File: config.mk
export PLATFORM = sky130hd
export DESIGN_NAME = smhq_prep
export DESIGN_NICKNAME = d
export VERILOG_FILES = /design/src/rtl/smhq_pkg.sv /design/src/rtl/smhq_prep.sv
export SDC_FILE = /design/constraint.sdc
export NUM_CORES = 2
export LEC_CHECK = 0
export BUFFER_PORTS_ARGS = -buffer_cell sky130_fd_sc_hd__buf_2
export CAP_MARGIN = 20
export CELL_PAD_IN_SITES_DETAIL_PLACEMENT = 1
export CELL_PAD_IN_SITES_GLOBAL_PLACEMENT = 2
export CORE_ASPECT_RATIO = 1.1
export CORE_MARGIN = 1.5
export CORE_UTILIZATION = 25
export DETAILED_ROUTE_END_ITERATION = 8
export GPL_TIMING_DRIVEN = 1
export PLACE_DENSITY_LB_ADDON = 0.25
export SYNTH_ARGS = -nofsm -noshare
export SYNTH_HDL_FRONTEND = slang
export SYNTH_SLANG_ARGS = --single-unit
File: constraint.sdc
create_clock -name vclk -period 16.22
set_input_delay 1.622 -clock vclk [all_inputs]
set_output_delay 1.622 -clock vclk [all_outputs]
set_load 0.05 [all_outputs]
File: src/rtl/smhq_pkg.sv
`timescale 1ns / 1ps
// ----------------------------------------------------------------------------
// smhq_pkg: shared types and constants of the split/merge qualifier
// Field widths, register indexes, layout modes and the stage-1 geometry record.
// ----------------------------------------------------------------------------
package smhq_pkg;

  // Coordinate and counter sizing
  localparam int COORD_BITS = 24;
  localparam int COUNT_BITS = 16;

  // Fixed field widths
  localparam int DIST_W     = 23;
  localparam int DELAY_W    = 16;
  localparam int BIAS_W     = 16;
  localparam int OUT_CNT_W  = 16;
  localparam int CFG_IDX_W  = 3;
  localparam int CFG_DATA_W = 23;
  localparam int BIAS_FRAC  = 8;

  // Derived arithmetic widths
  localparam int MAG_W      = COORD_BITS;
  localparam int SQ_W       = 2 * MAG_W;
  localparam int DSUM_W     = SQ_W + 1;
  localparam int THR_SQ_W   = 2 * DIST_W;
  localparam int CMP_D_W    = (DSUM_W > THR_SQ_W) ? DSUM_W : THR_SQ_W;
  localparam int PROD_W     = MAG_W + BIAS_W;
  localparam int CNT_CMP_W  = (COUNT_BITS > DELAY_W) ? COUNT_BITS : DELAY_W;

  // Register reset values
  localparam logic [DIST_W-1:0]  SPLIT_DIST_RST  = DIST_W'(4096);
  localparam logic [DIST_W-1:0]  MERGE_DIST_RST  = DIST_W'(2560);
  localparam logic [DELAY_W-1:0] SPLIT_DELAY_RST = DELAY_W'(30);
  localparam logic [DELAY_W-1:0] MERGE_DELAY_RST = DELAY_W'(60);
  localparam logic [BIAS_W-1:0]  BIAS_RST        = BIAS_W'(256);

  typedef enum logic [CFG_IDX_W-1:0] {
    REG_SPLIT_DIST  = 3'd0,
    REG_MERGE_DIST  = 3'd1,
    REG_SPLIT_DELAY = 3'd2,
    REG_MERGE_DELAY = 3'd3,
    REG_BIAS        = 3'd4
  } cfg_reg_e;

  typedef enum logic [1:0] {
    MODE_SINGLE = 2'd0,
    MODE_HSPLIT = 2'd1,
    MODE_VSPLIT = 2'd2
  } mode_e;

  // Squares and orientation operands of one transaction
  typedef struct packed {
    logic              clear;
    logic [SQ_W-1:0]   sq_x;
    logic [SQ_W-1:0]   sq_y;
    logic [MAG_W-1:0]  ady;
    logic [PROD_W-1:0] adx_bias;
  } geo_t;

  typedef struct packed {
    mode_e                mode;
    logic                 changed;
    logic [OUT_CNT_W-1:0] split_count;
    logic [OUT_CNT_W-1:0] merge_count;
  } result_t;

endpackage

File: src/rtl/smhq_prep.sv
`timescale 1ns / 1ps
// ----------------------------------------------------------------------------
// smhq_prep: planar offset, magnitudes and products
// Forms dx and dy on the selected plane, squares them and scales |dx| by bias.
// ----------------------------------------------------------------------------
module smhq_prep import smhq_pkg::*; (
  input  logic                         func_i,
  input  logic signed [COORD_BITS-1:0] a_x_i,
  input  logic signed [COORD_BITS-1:0] a_y_i,
  input  logic signed [COORD_BITS-1:0] a_z_i,
  input  logic signed [COORD_BITS-1:0] b_x_i,
  input  logic signed [COORD_BITS-1:0] b_y_i,
  input  logic signed [COORD_BITS-1:0] b_z_i,
  input  logic                         plane_xz_i,
  input  logic        [BIAS_W-1:0]     bias_i,
  output geo_t                         geo_o
);

  logic signed [COORD_BITS:0] dx;
  logic signed [COORD_BITS:0] dy;
  logic signed [COORD_BITS:0] dx_abs;
  logic signed [COORD_BITS:0] dy_abs;
  logic        [MAG_W-1:0]    adx;
  logic        [MAG_W-1:0]    ady;

  always_comb begin
    dx = (COORD_BITS+1)'(b_x_i) - (COORD_BITS+1)'(a_x_i);
    if (plane_xz_i) begin
      dy = (COORD_BITS+1)'(b_z_i) - (COORD_BITS+1)'(a_z_i);
    end else begin
      dy = (COORD_BITS+1)'(b_y_i) - (COORD_BITS+1)'(a_y_i);
    end
    dx_abs = dx[COORD_BITS] ? -dx : dx;
    dy_abs = dy[COORD_BITS] ? -dy : dy;
    adx    = dx_abs[MAG_W-1:0];
    ady    = dy_abs[MAG_W-1:0];

    geo_o.clear    = func_i;
    geo_o.sq_x     = SQ_W'(adx) * SQ_W'(adx);
    geo_o.sq_y     = SQ_W'(ady) * SQ_W'(ady);
    geo_o.ady      = ady;
    geo_o.adx_bias = PROD_W'(adx) * PROD_W'(bias_i);
  end

endmodule

* Word-level counts from Yosys, hierarchy flattened *
Cells that the tools add are included.

word-level totals
  register bits = 0
  input port bits = 162
  output and inout bits = 161
  logic and storage cells = 11

operators by class
  $add $sub $neg = 5
  multipliers = 3
  mux-type cells = 3

operators with widths
  kind                          count
  multiplier 24 x 24 -> 48 bit  2
  subtractor 24 x 24 -> 25 bit  3
  2-to-1 mux 24 bit             2
  negation 24 bit               2
  multiplier 24 x 16 -> 40 bit  1
  2-to-1 mux 25 bit             1

* Depth between registers and ports, before layout *
  word-level depth = 5
  depth in mapped cells = 46
  gate-level depth less buffers = 44

* Worst setup path after synthesis *
Ideal clock, no wire load.

  path kind = input -> output
  start = input port plane_xz_i
  end = output port geo_o[111] (netlist name)
  data arrival time = 12.187 ns
  data required time = 14.598 ns
  setup slack = 2.411 ns
  stages = 38
  buffers on the path = 3
  path through = clkbuf_1 > mux2i_1 > inv_1 > clkbuf_1 > ha_1 > and2_1 > nand3_1 > o31ai_1 > a21oi_1 > xnor2_1 > inv_1 > clkbuf_1 > nand2_1 > fa_1 > inv_1 > fa_1 > fa_1 > inv_1 > (+2 left out) > fa_1 > fa_1 > inv_1 > fa_1 > inv_1 > ha_1 > a21o_1 > a21o_1 > a21oi_1 > nand2_1 > a211oi_1 > nor3_1 > o41ai_2 > o21ai_0 > o22a_1 > a31oi_1 > xnor2_1 > xnor2_1

RTL lines
  item                line             RTL
  start: declaration  smhq_prep.sv:14  input logic plane_xz_i,
  end: declaration    smhq_prep.sv:16  output geo_t geo_o

==> metrics.md <==
| Metric | Value |
|---|---|
| Finished Layout Cells | `8340` |
| Routed WL per cell | `20.0 um` |
| Max_cap viols | `0` |
| Area Overhead vs Synth | `10.2%` |
| Peak Freq | `64.9 MHz` |
| Register area | `0 um^2` |
| Gpl congestion | `0.831` |
| Hold-fix buffers, CTS | `0` |
| Final Hold Viols | `0` |
| Slew HR | `25.7%` |
| Number of placed I/O pins | `323` |
| Pre-CTS WS | `0.743 ns` |
| Largest cells by area after synthesis | `fa_1 (48%), ha_1 (14%), inv_1 (11%)` |
| Fill cells | `22700` |
| Worst-Margin Slew | `1.11 ns` |
| Routed Antenna Nets | `0` |
| CP max FO | `29` |
| Final WS setup | `0.801 ns` |
| Slew Limit Fails | `0` |
| Share of the synthesized area in the top cell type | `47.8%` |
| CP arrival | `13.80 ns` |
| Min cycle time layout | `15.42 ns` |
| Buffers on Ports | `319` |
| Seq_cells | `0` |
| Hold/Removal Path Class | `input port to output pin` |
| WP data required | `14.60 ns` |
| Syn avg cell area | `8.67 um^2` |
| Die area | `0.196 mm^2` |
| Placed cells | `8338` |
| Status | `finished, final reports clean` |
| Hold_ws | `3.24 ns` |
| RSZ-0062 raised after global routing | `false` |
| Final setup vio count | `0` |
| Synth warn | `0` |
| DR DRC count | `0` |
| Most frequent CP cell | `fa_1` |
| Kind of critical path | `input port to output pin` |
| Post-synthesis sequential area ratio | `0%` |
| Total global routing overflow | `0` |
| Drt pass-1 iters | `5` |
| Core area | `0.191 mm^2` |
| Post-Syn Area | `0.0482 mm^2` |
| Number of global-route vias before repair | `42800` |
| CP max stage cell | `a2111oi_1` |
| Initial Util | `25.2%` |
| Biggest cell delay along the critical path | `0.76 ns` |
| DP Wirelength | `143 mm` |
| Period Utilization, post-route | `95.1%` |
| Std-Cell Rows | `168` |
| Post-CTS Resized | `0` |
| Critical Path Sink Type | `output pin` |
| Pin count of the biggest net entering global routing | `35` |
| Nets | `7628` |
| Share of layout cells above drive strength 1 | `8.72%` |
| Final Routed Wirelength | `167 mm` |
| Initial antenna violation count | `6` |
| Clock Buffer Count | `0` |
| Synth cell types | `94` |
| Violation count after the first detailed-route iteration | `1130` |
| Post-CTS setup buffers | `0` |
| Vias/cell | `4.42` |
| Via count | `36900` |
| Overall Global Routing Usage | `17.2%` |
| First-pass GRT wire length | `260 mm` |
| Crit start category | `input port` |
| Mapped Cells | `5560` |
| Sum Neg Setup Slack | `0 ns` |
| Die width | `422 um` |
| Vert. Die Dim | `464 um` |
| Synth area leader | `fa_1` |
## final cells by class
class / instances / area (um^2) / share of cell area (%)
multi-input combinational: 3900 / 42000 / 79.1
inverter: 1474 / 5540 / 10.4
tap: 2550 / 3190 / 6.00
timing repair buffer: 414 / 2390 / 4.50
antenna: 2 / 5.00 / 0.00942
## metrics by stage
step                      area [um^2]  util (%)
after detailed placement        53100      27.8
after CTS                       53100      27.8
after floorplan                 48200         -
after global routing            53100      27.8
after global placement          53100      27.8
final                           53100      27.8
## synthesized netlist by cell type, drive strengths merged, types with 5 or more instances
cell type  number
o31ai          12
mux2i          17
fa           1152
buf            53
o221ai          5
o41ai           5
nor4            6
o21ai          89
or2            10
a221oi          5
ha            524
a41oi           7
o21a           26
o311ai          6
xnor2         159
a31oi          32
nand4          14
nand2         594
a21boi          9
a211oi         16
nor2b          42
a211o           7
nand2b         33
nor3b           8
clkinv          6
nor3           44
o211ai         11
nor2          462
a311oi          5
a31o            5
a21oi         170
and3           14
inv          1468
a21o           85
o21bai         24
o22ai           6
a2111oi        12
and2          116
xor2           66
clkbuf        134
nand3          37
or3            14
## placed cells by master (no fill, tap or decap), drive strengths merged, types with 6 or more instances in the layout
cell type and instances:
nand2 594, a41oi 7, o211ai 11, inv 1468, o21a 26, xor2 66
buf 414, nor3 44, nor3b 8, a21oi 170, nand4 14, o21ai 89
a21o 85, a31oi 32, ha 524, nand3 37, a21boi 9, and2 116
nand2b 33, or2 10, mux2i 17, fa 1152, nor4 6, o311ai 6
xnor2 159, o22ai 6, nor2 462, nor2b 42, a211o 7, a211oi 16
o21bai 24, or3 14, o31ai 12, and3 14, clkinv 6, a2111oi 12
## metal layers
metal | track usage [%] | up-vias | part of all wire, %
met4 | 1.50 | 4 | 1.0
met1 | 22.9 | 19300 | 46
met5 | 0 | - | 0.020
met2 | 31.5 | 407 | 51
met3 | 0.754 | 62 | 1.9
li1 | - | 17100 | -
## final timing paths
path / startpoint / endpoint / slack [ns] / depth (start not counted)
worst max-delay path: b_x_i[0] / geo_o[159] / 0.80 / 45
worst min-delay path: func_i / geo_o[160] / 3.24 / 0
## critical path: cells and delay by family
kind	cells	cell delay, ns
adders and majority gates	10	4.65
and+or+nand+nor	9	1.94
xor gates and xnor gates	3	0.50
buffers and inverters	12	1.92
AOI/OAI and AO/OA	11	3.11
## logic make-up after synthesis
| family | Yosys count | synth area share, % |
|---|---|---|
| AO/OA/AOI/OAI | 565 | 7.87 |
| XOR/XNOR | 225 | 4.28 |
| adder cells (fa/ha/maj) | 1676 | 61.4 |
| buffers and inverters | 1661 | 13.1 |
| multiplexers | 20 | 0.423 |
| other | 1 | 0.00778 |
| AND/OR/NAND/NOR | 1412 | 12.9 |
Power is not shown: default switching activity piles up to over one toggle a cycle in this logic, so the estimate is an artifact.
