**src/rtl/smhq_pkg.sv**
```systemverilog
`timescale 1ns / 1ps
// ----------------------------------------------------------------------------
// smhq_pkg: shared types and constants of the split/merge qualifier
// Field widths, register indexes, layout modes and the stage-1 geometry record.
// ----------------------------------------------------------------------------
package smhq_pkg;

  // Coordinate and counter sizing
  localparam int COORD_BITS = 24;
  localparam int COUNT_BITS = 16;

  // Fixed field widths
  localparam int DIST_W     = 23;
  localparam int DELAY_W    = 16;
  localparam int BIAS_W     = 16;
  localparam int OUT_CNT_W  = 16;
  localparam int CFG_IDX_W  = 3;
  localparam int CFG_DATA_W = 23;
  localparam int BIAS_FRAC  = 8;

  // Derived arithmetic widths
  localparam int MAG_W      = COORD_BITS;
  localparam int SQ_W       = 2 * MAG_W;
  localparam int DSUM_W     = SQ_W + 1;
  localparam int THR_SQ_W   = 2 * DIST_W;
  localparam int CMP_D_W    = (DSUM_W > THR_SQ_W) ? DSUM_W : THR_SQ_W;
  localparam int PROD_W     = MAG_W + BIAS_W;
  localparam int CNT_CMP_W  = (COUNT_BITS > DELAY_W) ? COUNT_BITS : DELAY_W;

  // Register reset values
  localparam logic [DIST_W-1:0]  SPLIT_DIST_RST  = DIST_W'(4096);
  localparam logic [DIST_W-1:0]  MERGE_DIST_RST  = DIST_W'(2560);
  localparam logic [DELAY_W-1:0] SPLIT_DELAY_RST = DELAY_W'(30);
  localparam logic [DELAY_W-1:0] MERGE_DELAY_RST = DELAY_W'(60);
  localparam logic [BIAS_W-1:0]  BIAS_RST        = BIAS_W'(256);

  typedef enum logic [CFG_IDX_W-1:0] {
    REG_SPLIT_DIST  = 3'd0,
    REG_MERGE_DIST  = 3'd1,
    REG_SPLIT_DELAY = 3'd2,
    REG_MERGE_DELAY = 3'd3,
    REG_BIAS        = 3'd4
  } cfg_reg_e;

  typedef enum logic [1:0] {
    MODE_SINGLE = 2'd0,
    MODE_HSPLIT = 2'd1,
    MODE_VSPLIT = 2'd2
  } mode_e;

  // Squares and orientation operands of one transaction
  typedef struct packed {
    logic              clear;
    logic [SQ_W-1:0]   sq_x;
    logic [SQ_W-1:0]   sq_y;
    logic [MAG_W-1:0]  ady;
    logic [PROD_W-1:0] adx_bias;
  } geo_t;

  typedef struct packed {
    mode_e                mode;
    logic                 changed;
    logic [OUT_CNT_W-1:0] split_count;
    logic [OUT_CNT_W-1:0] merge_count;
  } result_t;

endpackage

```
**src/rtl/smhq_ctrl.sv**
```systemverilog
`timescale 1ns / 1ps
// ----------------------------------------------------------------------------
// smhq_ctrl: layout mode and dwell counters
// Compares distance against thresholds and steps the hysteresis state.
// ----------------------------------------------------------------------------
module smhq_ctrl import smhq_pkg::*; (
  input  logic                clk_i,
  input  logic                rst_ni,
  input  logic                step_i,
  input  geo_t                geo_i,
  input  logic [THR_SQ_W-1:0] split_sq_i,
  input  logic [THR_SQ_W-1:0] merge_sq_i,
  input  logic [DELAY_W-1:0]  split_delay_i,
  input  logic [DELAY_W-1:0]  merge_delay_i,
  output result_t             result_o
);

  mode_e                 mode_q, mode_d;
  logic                  changed_q, changed_d;
  logic [COUNT_BITS-1:0] split_q, split_d;
  logic [COUNT_BITS-1:0] merge_q, merge_d;

  logic [DSUM_W-1:0]     dist_sq;
  logic                  far;
  logic                  near;
  logic                  tall;
  logic [COUNT_BITS-1:0] split_inc;
  logic [COUNT_BITS-1:0] merge_inc;
  logic [CNT_CMP_W-1:0]  split_ext;
  logic [CNT_CMP_W-1:0]  merge_ext;

  always_comb begin
    dist_sq   = DSUM_W'(geo_i.sq_x) + DSUM_W'(geo_i.sq_y);
    far       = CMP_D_W'(dist_sq) >= CMP_D_W'(split_sq_i);
    near      = CMP_D_W'(dist_sq) <= CMP_D_W'(merge_sq_i);
    tall      = PROD_W'({geo_i.ady, {BIAS_FRAC{1'b0}}}) > geo_i.adx_bias;
    // saturate, never wrap
    split_inc = (&split_q) ? split_q : split_q + COUNT_BITS'(1);
    merge_inc = (&merge_q) ? merge_q : merge_q + COUNT_BITS'(1);

    mode_d    = mode_q;
    changed_d = 1'b0;
    split_d   = split_q;
    merge_d   = merge_q;

    if (geo_i.clear) begin
      mode_d  = MODE_SINGLE;
      split_d = '0;
      merge_d = '0;
    end else if (mode_q == MODE_SINGLE) begin
      merge_d = '0;
      if (!far) begin
        split_d = '0;
      end else if (CNT_CMP_W'(split_inc) >= CNT_CMP_W'(split_delay_i)) begin
        mode_d    = tall ? MODE_HSPLIT : MODE_VSPLIT;
        split_d   = '0;
        changed_d = 1'b1;
      end else begin
        split_d = split_inc;
      end
    end else begin
      split_d = '0;
      if (!near) begin
        merge_d = '0;
      end else if (CNT_CMP_W'(merge_inc) >= CNT_CMP_W'(merge_delay_i)) begin
        mode_d    = MODE_SINGLE;
        merge_d   = '0;
        changed_d = 1'b1;
      end else begin
        merge_d = merge_inc;
      end
    end
  end

  always_ff @(posedge clk_i or negedge rst_ni) begin
    if (!rst_ni) begin
      mode_q    <= MODE_SINGLE;
      changed_q <= 1'b0;
      split_q   <= '0;
      merge_q   <= '0;
    end else if (step_i) begin
      mode_q    <= mode_d;
      changed_q <= changed_d;
      split_q   <= split_d;
      merge_q   <= merge_d;
    end
  end

  always_comb begin
    split_ext            = CNT_CMP_W'(split_q);
    merge_ext            = CNT_CMP_W'(merge_q);
    result_o.mode        = mode_q;
    result_o.changed     = changed_q;
    result_o.split_count = split_ext[OUT_CNT_W-1:0];
    result_o.merge_count = merge_ext[OUT_CNT_W-1:0];
  end

endmodule

```
**config.mk**
```make
export PLATFORM = sky130hd
export DESIGN_NAME = smhq_ctrl
export DESIGN_NICKNAME = d
export VERILOG_FILES = /design/src/rtl/smhq_pkg.sv /design/src/rtl/smhq_ctrl.sv
export SDC_FILE = /design/constraint.sdc
export NUM_CORES = 1
export LEC_CHECK = 0
export BUFFER_PORTS_ARGS = -buffer_cell sky130_fd_sc_hd__buf_2
export CAP_MARGIN = 10
export CORE_ASPECT_RATIO = 1.25
export CORE_UTILIZATION = 40
export DETAILED_ROUTE_END_ITERATION = 6
export HOLD_SLACK_MARGIN = 0.08
export PLACE_DENSITY = 0.67
export SLEW_MARGIN = 20
export SYNTH_ARGS = -nofsm -noshare
export SYNTH_HDL_FRONTEND = slang
export SYNTH_SLANG_ARGS = --single-unit
```
**constraint.sdc**
```tcl
create_clock -name clk_i -period 9.7 [get_ports clk_i]
set_input_delay 0 -clock clk_i [delete_from_list [all_inputs] [get_ports clk_i]]
set_output_delay 0 -clock clk_i [all_outputs]
set_load 0.02 [all_outputs]
```
-- Word-level counts from Yosys, hierarchy flattened
Cells that the tools add are included.
W data, S select, Z words.
- bitwise operators: 0
- reduce and logical (&&, ||, !) cells: 6
- shifts and indexed selects: 0
- add/sub/neg operators: 3
- $lt $le $gt $ge: 5
- div/mod/pow operators: 0
- $mul: 0
- muxes and demuxes: 23
- equality and inequality tests: 2
- operators with widths (cell ; number):
    $mux W16 ; 10
    $add A48 B48 Y49 ; 1
    $ge A49 B46 Y1 ; 1
    $le A49 B46 Y1 ; 1
    $gt A32 B40 Y1 ; 1
    $add A16 B1 Y16 const B ; 2
    $ge A16 B16 Y1 ; 2
    $reduce_and A16 Y1 ; 2
    $mux W2 ; 7
    $mux W1 ; 6
    $reduce_bool A3 Y1 ; 2
    $reduce_and A5 Y1 ; 1
    $ne A3 B2 Y1 const B ; 1
    $ne A3 B3 Y1 const B ; 1
    $logic_not A2 Y1 ; 1
- memory bits (writable): 0
- memory bits (read-only): 0
- bits in latches: 0
- word-level logic and storage cells: 43
- bits in registers: 35
- memories kept: 0
- input bits: 288
- output and inout port bits: 35

-- Depth between registers and ports, before layout
Gate-level depths: netlist (run 1).
- depth in word-level cells: 7
- gate-level depth with buffers: 22
- depth with buffers taken out: 21

-- Worst setup path before layout (run 1)
No wires, ideal clock.
- kind: in2reg
- from: input port geo_i[64] (netlist name)
- to: register merge_q[4] (netlist: merge_ext[4])
- required time: 9.618 ns
- stages: 21
- library setup time: 0.082 ns
- path buffers: 1
- arrival: 4.634 ns
- slack: 4.984 ns
- cell sequence: ha_1 -> fa_1 -> a211oi_1 -> o211ai_1 -> a221oi_2 -> o2111ai_1 -> a21o_1 -> a21boi_0 -> o21ai_0 -> a31oi_1 -> xnor2_1 -> ha_1 -> nand4_1 -> or4_1 -> or3_1 -> o21ai_0 -> a21oi_1 -> nor3b_1 -> clkbuf_1 -> nand3_1 -> a31oi_1
- cells in the longest elaborated chain, start to end: 5
- RTL lines (item ; RTL line ; source):
    start: declaration ; smhq_ctrl.sv:10 ; input geo_t geo_i,
    $add A48 B48 Y49 ; smhq_ctrl.sv:33 ; dist_sq = DSUM_W'(geo_i.sq_x) + DSUM_W'(geo_i.sq_y);
    $le A49 B46 Y1 ; smhq_ctrl.sv:35 ; near = CMP_D_W'(dist_sq) <= CMP_D_W'(merge_sq_i);
    $mux W16 ; smhq_ctrl.sv:63 ; if (!near) begin
    $mux W16 ; smhq_ctrl.sv:50 ; end else if (mode_q == MODE_SINGLE) begin
    $mux W16 ; smhq_ctrl.sv:46 ; if (geo_i.clear) begin
    end signal: assignment ; smhq_ctrl.sv:85 ; merge_q <= merge_d;
    end: declaration ; smhq_ctrl.sv:21 ; logic [COUNT_BITS-1:0] merge_q, merge_d;
No other way between the ends.
A chain may end at the register's enable or synchronous reset.

-- Final worst setup path (run 1)
- from: input port geo_i[64] (netlist name)
- to: register merge_q[3] (netlist: merge_ext[3])
Same word-level chain as after synthesis.

==> impl_metrics.env, run 1 <==
export IMPL_numClockSinks=35
export IMPL_drc=0
export IMPL_wirelength_mm=29.7
export IMPL_critPathArrivalTime_ps=5670
export IMPL_worstHoldPathType="input port to register"
export IMPL_final_util_pct=50.5
export IMPL_final_nets=1981
export IMPL_fin_crit_ps=5470
export IMPL_cp_end_kind="register"
export IMPL_start_util_pct=41.1
export IMPL_clk_path_buf_depth=2
export IMPL_synth_cells=1198
export IMPL_finalHoldViolCount=0
export IMPL_cts_made_buffers=5
export IMPL_grt_pass1_wl_mm=46.5
export IMPL_setup_viol_count_final=0
export IMPL_layout_commonest_cell="buf_2"
export IMPL_leakagePower_nw=6.02
export IMPL_cts_clk_slew_worst_paths_ps=60
export IMPL_grt_pass1_vias=9691
export IMPL_vias=9951
export IMPL_synthArstFlopShare_pct=100
export IMPL_status="finished, final reports clean"
export IMPL_fin_crit_sh_pct=56.4
export IMPL_cp_start_kind="input port"
export IMPL_finalSetupTns_ps=0
export IMPL_dr_pass1_iters=7
export IMPL_max_freq_mhz=183
export IMPL_area_growth_syn_to_layout_pct=22.8
export IMPL_power_density_nw_per_um2=87.7
export IMPL_grt_start_max_net_pins=36
export IMPL_synthesis_area_um2=8890
export IMPL_hpwlAfterDp_mm=26.0
export IMPL_required_ps=9900
export IMPL_mostFrequentLayoutCells="buf_2, ha_1, inv_1, a21oi_1, nand2_1"
export IMPL_cts_tree="yes"
export IMPL_root_buffer="clkbuf_16"
export IMPL_ys_ff_latch=35
export IMPL_p_total_uw=957
export IMPL_ys_flop_type="dfrtp_1"
export IMPL_core_area_um2=21600
export IMPL_drv_cap=0
export IMPL_synth_cell_types=70
export IMPL_path_max_fanout=21
export IMPL_clock_skew_final_ps=2.83
export IMPL_worstSkewPairLatency_ps=280
export IMPL_die_h_um=169
export IMPL_ir_drop_mv=0.0770
export IMPL_synth_edf_count=0
export IMPL_ant_nets=0
export IMPL_die_area_um2=22800
export IMPL_ios=323
export IMPL_synth_yosys_seq_area_share_pct=9.86
export IMPL_antenna_found_initial=7
export IMPL_cts_setup_buffers=0
export IMPL_place_congestion=0.932
export IMPL_grt_overflow=0
export IMPL_syn_area_per_cell_um2=7.42
export IMPL_fillCellCount=2167
export IMPL_syn_nets=1685
export IMPL_slew_headroom_pct=31.0
export IMPL_htreeDepth=2
export IMPL_worst_hold_slack_ps=121
export IMPL_grt_setup_unrepaired="no"
export IMPL_via_per_inst=5.58
export IMPL_drive_gt1_share_pct=24.0
export IMPL_grt_util_all_layers_pct=25.4
export IMPL_dieWidth_um=135
export IMPL_detail_route_iter0_violations=593
export IMPL_path_class="input port to register"
export IMPL_yosys_warnings=0
export IMPL_slew_violations=0
export IMPL_wl_per_cell_um=16.6
export IMPL_io_buffers=322
export IMPL_tightest_slew_ps=1030
export IMPL_fp_row_count=60
-- area by class of cell --
type	count	area (um2)	share of cell area, %
timing repair buffer	325	1640	15.0
inverter	172	646	5.92
antenna	9	22.5	0.206
clock buffer	5	125	1.15
sequential	35	876	8.03
tap	279	349	3.20
clock inverter	3	43.8	0.401
multi-input combinational	955	7210	66.1
-- power by group --
group | internal [mW] | switching (mW) | leakage, nW
Sequential | 0.151 | 0.0104 | 0.486
Clock | 0.121 | 0.0641 | 0.0838
Combinational | 0.263 | 0.346 | 5.45
-- flip-flops by register name, indices dropped and copies added (netlist names) --
register / flops
merge_ext: 16
changed_q: 1
mode_q: 2
split_ext: 16
-- worst paths after layout --
path,start,to,slack [ps],depth (start not counted)
worst max-delay path,geo_i[64],merge_ext[3],4230,21
worst min-delay path,geo_i[160],changed_q,120,3
max in group asynchronous,rst_ni,merge_ext[3],8820,2
worst max register to register,merge_ext[3],merge_ext[3],4800,15
min in group asynchronous,rst_ni,merge_ext[15],350,2
worst min register to register,changed_q,changed_q,500,2
-- cells by family after synthesis --
kind of cell	Yosys count	synth area share, %
buffers and inverters	208	9.10
XOR/XNOR	61	6.01
AND/OR/NAND/NOR	337	19.9
adder cells (fa/ha/maj)	199	28.1
flip-flops	35	9.86
AO/OA/AOI/OAI	353	26.5
multiplexers	5	0.605
-- what timing repair did --
item	4_1_cts	5_1_grt
hold endpoints to repair	35	0
hold buffers	1	0
resized for setup	0	0
-- metal layers --
layer  track usage, %  vias to the layer above  wire (um)
li1                 -                     4995          -
met1             28.1                     4486      11500
met2             47.8                      393      15000
met3             3.26                       77       1950
met4             10.9                        0       1310
met5                0                        -          0
-- metrics by stage --
stage	cell area, um2	setup WS (ps)	cells
3_3_place_gp	10700	3800	1765
5_1_grt	10900	3760	1778
6_report	10900	4230	1783
2_1_floorplan	8890	4980	1198
3_5_place_dp	10700	3660	1765
4_1_cts	10900	3940	1774
-- critical path, cell delays in order --
cell	delay [ps]
buf_2	100
ha_1	210
fa_1	420
a211oi_1	340
o211ai_1	170
a221oi_2	440
o2111ai_1	240
a21o_1	280
a21boi_0	300
o21ai_0	230
a31oi_1	240
xnor2_1	110
ha_1	310
nand4_1	120
or4_1	470
or3_1	300
o21ai_0	220
a21oi_1	140
nor3b_4	680
a31oi_1	170
a31oi_1	190
-- Yosys cell counts, drive strengths merged (3+ instances only) --
cell       n  share of area, %
ha       198                28
inv      172               7.3
a21oi    111               6.3
nand2     87               3.7
o21ai     63               3.6
nand3     47               2.6
nor2      45               1.9
xnor2     43               4.2
a21o      39               3.3
dfrtp     35               9.9
nand4     35               2.5
clkbuf    28               1.2
nor3      28               1.6
a31oi     25               1.8
xor2      18               1.8
and2      13              0.92
and3      13              0.92
o21a      13               1.1
and4      12               1.2
a22o      11               1.1
o211ai    11              0.93
a221o     10               1.1
nand2b    10              0.70
nor4      10              0.94
a211oi     9              0.76
or2        9              0.63
a32o       8              0.90
buf        8              0.63
or3        8              0.56
a221oi     7              0.90
o31ai      7              0.75
a21boi     6              0.55
o21bai     6              0.51
nand3b     5              0.42
nor2b      5              0.35
o2111ai    4              0.39
mux2       3              0.38
nor3b      3              0.25
nor4b      3              0.30
o221ai     3              0.30
o32ai      3              0.30
(Power assumes the default switching activity.)
==> inputs of run 2 (changes only) <==
==> constraint.sdc (replaced) <==
create_clock -name clk_i -period 5.05 [get_ports clk_i]
set_input_delay 0 -clock clk_i [delete_from_list [all_inputs] [get_ports clk_i]]
set_output_delay 0 -clock clk_i [all_outputs]
set_load 0.02 [all_outputs]
==> run 2 against run 1 <==
First-iteration DRC count shrank 7.4%. Largest power group unchanged. Clock skew grew 1.3 ps. Design area grew 1.7%. Non-clock buffer count grew 21. Wire length grew 2.7%. Clock-buffer cell count grew 1. Worst setup slack lost 3900 ps. Critical path type unchanged. Sequential power grew 91%. Global-route usage grew 0.61 points. Sequential share of layout area shrank 0.13 points. Critical path depth grew 1.
==> impl_metrics.env, run 2 (synthesis results as in run 1) <==
export IMPL_slowest_stage="a2111oi_0"
export IMPL_path_class="input port to register"
export IMPL_fin_crit_ps=4770
export IMPL_final_nets=2002
export IMPL_status="finished, final reports clean"
export IMPL_drv_cap=0
export IMPL_grt_pass1_wl_mm=47.7
export IMPL_path_max_fanout=21
export IMPL_clock_skew_final_ps=4.18
export IMPL_detail_route_iter0_violations=549
export IMPL_power_density_nw_per_um2=165
export IMPL_place_congestion=0.949
export IMPL_htreeDepth=2
export IMPL_critPathArrivalTime_ps=4960
export IMPL_wl_per_cell_um=16.9
export IMPL_root_buffer="clkbuf_16"
export IMPL_layout_cells_non_filler=1800
export IMPL_fp_row_count=60
export IMPL_drive_gt1_share_pct=25.5
export IMPL_leakagePower_nw=6.13
export IMPL_via_per_inst=5.58
export IMPL_cts_made_buffers=5
export IMPL_hpwlAfterDp_mm=26.7
export IMPL_wirelength_mm=30.5
export IMPL_mostFrequentLayoutCells="buf_2, ha_1, inv_1, a21oi_1, nand2_1"
export IMPL_place_inst=1784
export IMPL_slew_headroom_pct=30.7
export IMPL_slew_violations=0
export IMPL_dr_pass1_iters=5
export IMPL_cp_slowest_stage_delay_ps=550
export IMPL_numClockSinks=35
export IMPL_path_common_cell="a21o_1"
export IMPL_cts_tree="yes"
export IMPL_antenna_found_initial=10
export IMPL_core_area_um2=21600
export IMPL_ir_drop_mv=0.175
export IMPL_worst_hold_slack_ps=145
export IMPL_worstSkewPairLatency_ps=270
export IMPL_tightest_slew_ps=1040
export IMPL_die_h_um=169
export IMPL_grt_overflow=0
export IMPL_required_ps=5240
export IMPL_finalHoldViolCount=0
export IMPL_dieWidth_um=135
export IMPL_cts_clk_slew_worst_paths_ps=50
export IMPL_die_area_um2=22800
export IMPL_worstHoldPathType="input port to register"
export IMPL_grt_pass1_vias=9906
export IMPL_grt_util_all_layers_pct=26.0
export IMPL_cp_start_kind="input port"
export IMPL_fin_crit_sh_pct=94.4
export IMPL_clk_path_buf_depth=2
export IMPL_layout_commonest_cell="buf_2"
export IMPL_area_growth_syn_to_layout_pct=24.9
export IMPL_crit_chain="buf_2, ha_1, fa_1, a211oi_2, o211ai_1, a221oi_2, buf_4, o2111ai_1, a21o_1, a21boi_1, o21ai_1, a31oi_1, xnor2_1, ha_1, a21o_1, a21o_1, a2111oi_0, a21oi_1, nor3b_2, buf_12, nand3_1, a31oi_1"
export IMPL_finalSetupTns_ps=0
export IMPL_grt_start_max_net_pins=36
export IMPL_drc=0
export IMPL_start_util_pct=41.1
export IMPL_ant_nets=0
export IMPL_vias=10000
export IMPL_ios=323
export IMPL_p_total_mw=1.83
export IMPL_io_buffers=322
export IMPL_setup_viol_count_final=0
export IMPL_max_freq_mhz=210
export IMPL_cp_end_kind="register"
==> run 2: cell types whose count changed in the layout (fill, tap and decap cells not counted), moves of 2 or more <==
| cell | previous run | this run |
|---|---|---|
| buf_4 | 2 | 22 |
| a211oi_1 | 9 | 6 |
| a211oi_2 | 0 | 3 |
| diode_2 | 9 | 6 |
| a21oi_1 | 111 | 109 |
| a21oi_2 | 0 | 2 |
| nor4_1 | 8 | 6 |
==> run 2: cell type report <==
type / count / area (um2)
antenna: 6 / 15.0
clock buffer: 6 / 139
clock inverter: 1 / 5.00
fill: 2202 / 10500
inverter: 172 / 646
multi-input combinational: 955 / 7260
sequential: 35 / 876
tap: 279 / 349
timing repair buffer: 346 / 1810
==> run 2: metrics by stage <==
| stage | util, % | worst slack, ps | instance area, um2 |
|---|---|---|---|
| after CTS | 50.9 | 42.0 | 11000 |
| after floorplan | - | 334 | 8890 |
| after global routing | 51.3 | -5.71 | 11100 |
| after detailed placement | 50.2 | -214 | 10900 |
| after global placement | 50.2 | -138 | 10900 |
| final | 51.3 | 284 | 11100 |
==> run 2: final timing paths <==
path                            slack (ps)         start       endpoint  cells past startpoint
worst max-delay path                   280     geo_i[64]   merge_ext[6]                     22
worst min-delay path                   140    geo_i[160]      changed_q                      3
worst max register to register         600  split_ext[5]   split_ext[5]                     16
worst min register to register         520     changed_q      changed_q                      2
max in group asynchronous             4190        rst_ni  split_ext[15]                      2
min in group asynchronous              350        rst_ni  merge_ext[15]                      2
==> run 2: power by group <==
group	switching [mW]	internal, mW	total [mW]	leakage (nW)
clock network	0.109	0.192	0.302	0.0728
registers	0.0193	0.291	0.310	0.486
logic	0.687	0.535	1.22	5.57
==> run 2: layer usage <==
metal / vias up / global-route usage (%) / share of wire [%]
li1: 5019 / - / -
met4: 8 / 11.9 / 4.6
met1: 4548 / 28.6 / 39
met5: - / 0 / 0.14
met3: 84 / 3.50 / 6.1
met2: 387 / 48.8 / 50
==> run 2: repair_timing <==
action                                  in CTS  in global routing
buffers inserted                             0                  2
hold buffers                                 1                  0
resized for setup                            0                 12
endpoints found under the setup margin       0                 35
endpoints found under the hold margin       35                  0
==> run 2: worst max-delay path, delay by kind of cell <==
kind / cells / cell delay (ps)
adders and majority gates: 3 / 910
xor gates and xnor gates: 1 / 180
and+or+nand+nor: 2 / 360
AOI/OAI and AO/OA: 13 / 3030
buffers and inverters: 3 / 460
==> inputs of run 3 (changes only) <==
--- a/config.mk
+++ b/config.mk
@@ -11,7 +11,7 @@
 export CORE_UTILIZATION = 40
 export DETAILED_ROUTE_END_ITERATION = 6
 export HOLD_SLACK_MARGIN = 0.08
-export PLACE_DENSITY = 0.67
+export PLACE_DENSITY = 0.74
 export SLEW_MARGIN = 20
 export SYNTH_ARGS = -nofsm -noshare
 export SYNTH_HDL_FRONTEND = slang
==> constraint.sdc (replaced) <==
create_clock -name clk_i -period 4.71 [get_ports clk_i]
set_input_delay 0 -clock clk_i [delete_from_list [all_inputs] [get_ports clk_i]]
set_output_delay 0 -clock clk_i [all_outputs]
set_load 0.02 [all_outputs]
==> run 3 against run 2 <==
Critical path type unchanged. Sequential power is 7.1% higher. Clock-buffer cell count stayed put. Clock skew hardly changed. Critical path depth is 5 higher. Combinational power is 23% higher.
==> impl_metrics.env, run 3 (synthesis results as in run 1) <==
export IMPL_htreeDepth=2
export IMPL_mostFrequentLayoutCells="buf_2, ha_1, inv_1, a21oi_1, nand2_1"
export IMPL_antenna_found_initial=10
export IMPL_cp_end_kind="register"
export IMPL_rr_worst_depth=16
export IMPL_dieWidth_um=135
export IMPL_grt_start_max_net_pins=36
export IMPL_setup_viol_count_final=0
export IMPL_finalSetupTns_ps=0
export IMPL_clock_skew_final_ps=3.75
export IMPL_layout_cells_non_filler=1861
export IMPL_pwr_share_clk_pct=18.8
export IMPL_place_congestion=0.962
export IMPL_fillCellCount=2050
export IMPL_wl_met1_mm=12.0
export IMPL_pwr_share_comb_pct=66.5
export IMPL_place_inst=1825
export IMPL_cts_made_buffers=5
export IMPL_via_per_inst=5.60
export IMPL_die_h_um=169
export IMPL_power_density_nw_per_um2=190
export IMPL_dr_pass1_iters=7
export IMPL_finalWorstSetupSlack_ps=105
export IMPL_tightest_slew_ps=1040
export IMPL_path_max_fanout=5
export IMPL_worstSkewPairLatency_ps=280
export IMPL_detail_route_iter0_violations=593
export IMPL_die_area_um2=22800
export IMPL_grt_pass1_vias=10100
export IMPL_highest_layer="met5"
export IMPL_ant_nets=0
export IMPL_path_class="input port to register"
export IMPL_final_nets=2059
export IMPL_fin_crit_ps=4610
export IMPL_hold_end="changed_q"
export IMPL_critPathArrivalTime_ps=4780
export IMPL_swShare_pct=41.9
export IMPL_required_ps=4890
export IMPL_drv_cap=0
export IMPL_seq_power_share_pct=14.7
export IMPL_p_sw_uw=949
export IMPL_drc=0
export IMPL_vias=10400
export IMPL_slew_violations=0
export IMPL_ios=323
export IMPL_root_buffer="clkbuf_16"
export IMPL_numClockSinks=35
export IMPL_grt_pass1_wl_mm=48.7
export IMPL_worstHoldPathType="input port to register"
export IMPL_intPower_mw=1.31
export IMPL_core_area_um2=21600
export IMPL_cts_tree="yes"
export IMPL_pre_cts_slack_ps=-502
export IMPL_io_buffers=322
export IMPL_finalHoldViolCount=0
export IMPL_drive_gt1_share_pct=30.3
export IMPL_reg2reg_from="split_ext[4]"
export IMPL_r2r_end="split_ext[0]"
export IMPL_layout_commonest_cell="buf_2"
export IMPL_p_total_mw=2.26
export IMPL_grt_util_all_layers_pct=26.7
export IMPL_status="finished, final reports clean"
export IMPL_hpwlAfterDp_mm=26.8
export IMPL_worst_hold_slack_ps=176
export IMPL_grt_setup_unrepaired="yes"
export IMPL_fp_row_count=60
export IMPL_wl_per_cell_um=17.0
export IMPL_met2WireLength_mm=16.2
export IMPL_ir_drop_mv=0.129
export IMPL_whs_path_depth=3
export IMPL_grt_overflow=0
export IMPL_leakagePower_nw=6.48
export IMPL_area_growth_syn_to_layout_pct=33.8
export IMPL_max_freq_mhz=217
export IMPL_fin_crit_sh_pct=97.8
export IMPL_r2r_slack_ps=440
export IMPL_slew_headroom_pct=30.6
export IMPL_hold_start="geo_i[160]"
export IMPL_cts_clk_slew_worst_paths_ps=60
export IMPL_dr_wl_met3_mm=1.98
export IMPL_start_util_pct=41.1
export IMPL_wirelength_mm=31.6
export IMPL_cp_start_kind="input port"
export IMPL_clk_path_buf_depth=2
-- run 3: changes by cell type in the layout (fill, tap and decap cells not counted), moves of 3 or more --
cell / delta
ha_4: +5
a21oi_1: -7
a21oi_2: +6
ha_1: -5
buf_6: +5
diode_2: +3
buf_4: +51
-- run 3: cell type report --
class,count,area (um2),area share [%]
sequential,35,876,7.36
inverter,172,646,5.43
multi-input combinational,955,7510,63.1
clock inverter,2,60.1,0.505
clock buffer,6,129,1.08
antenna,9,22.5,0.189
timing repair buffer,403,2310,19.4
tap,279,349,2.93
-- run 3: metrics by stage --
| stage | util [%] | cell area [um2] |
|---|---|---|
| final | 55.0 | 11900 |
| after global routing | 55.0 | 11900 |
| after CTS | 53.0 | 11500 |
| after detailed placement | 51.6 | 11200 |
| after global placement | 51.6 | 11200 |
| after floorplan | - | 8890 |
-- run 3: worst max-delay path, stage by stage --
cell and delay (ps):
buf_2 120, ha_1 310, a21oi_2 190, nor2_1 110
o31ai_4 210, a21boi_2 100, o31a_1 360, o211ai_1 310
nand4_1 300, buf_4 240, a31oi_4 130, nor3_1 80
buf_4 170, ha_4 270, nand2_2 70, nor4_2 260
buf_4 150, nand4_1 110, a31oi_1 250, a211oi_2 60
o211ai_1 120, nor4_2 60, buf_4 150, buf_4 130
buf_4 150, nand2b_4 150, o32ai_2 220
-- run 3: power by group through the flow --
stage / logic, mW / clock network (mW) / registers [mW]
3_5_place_dp: 1.35 / 0 / 0.337
6_report: 1.50 / 0.426 / 0.332
4_1_cts: 1.38 / 0.429 / 0.332
2_1_floorplan: 0.847 / 0 / 0.343
5_1_grt: 1.67 / 0.442 / 0.334
3_3_place_gp: 1.31 / 0 / 0.337
-- run 3: metal layers --
layer | vias up | global-route usage, %
met5 | - | 0
met4 | 4 | 11.0
met3 | 80 | 3.62
met2 | 443 | 50.7
met1 | 4749 | 29.2
li1 | 5143 | -
-- run 3: repair_timing --
action | CTS | global route
buffers inserted | 4 | 11
hold buffers | 1 | 0
pin swaps | 13 | 39
gates resized for setup | 12 | 47
setup endpoints to repair | 34 | 35
gates cloned | 1 | 3
endpoints found under the hold margin | 35 | 0
-- run 3: how the worst max path moves through the flow --
stage | from | to | cells after the start
final | geo_i[65] | mode_q[0] | 27
after global routing | geo_i[64] | split_ext[11] | 26
after CTS | geo_i[64] | merge_ext[4] | 24
after detailed placement | geo_i[64] | split_ext[4] | 24
after global placement | geo_i[64] | split_ext[11] | 24
after floorplan | geo_i[64] | merge_ext[6] | 21
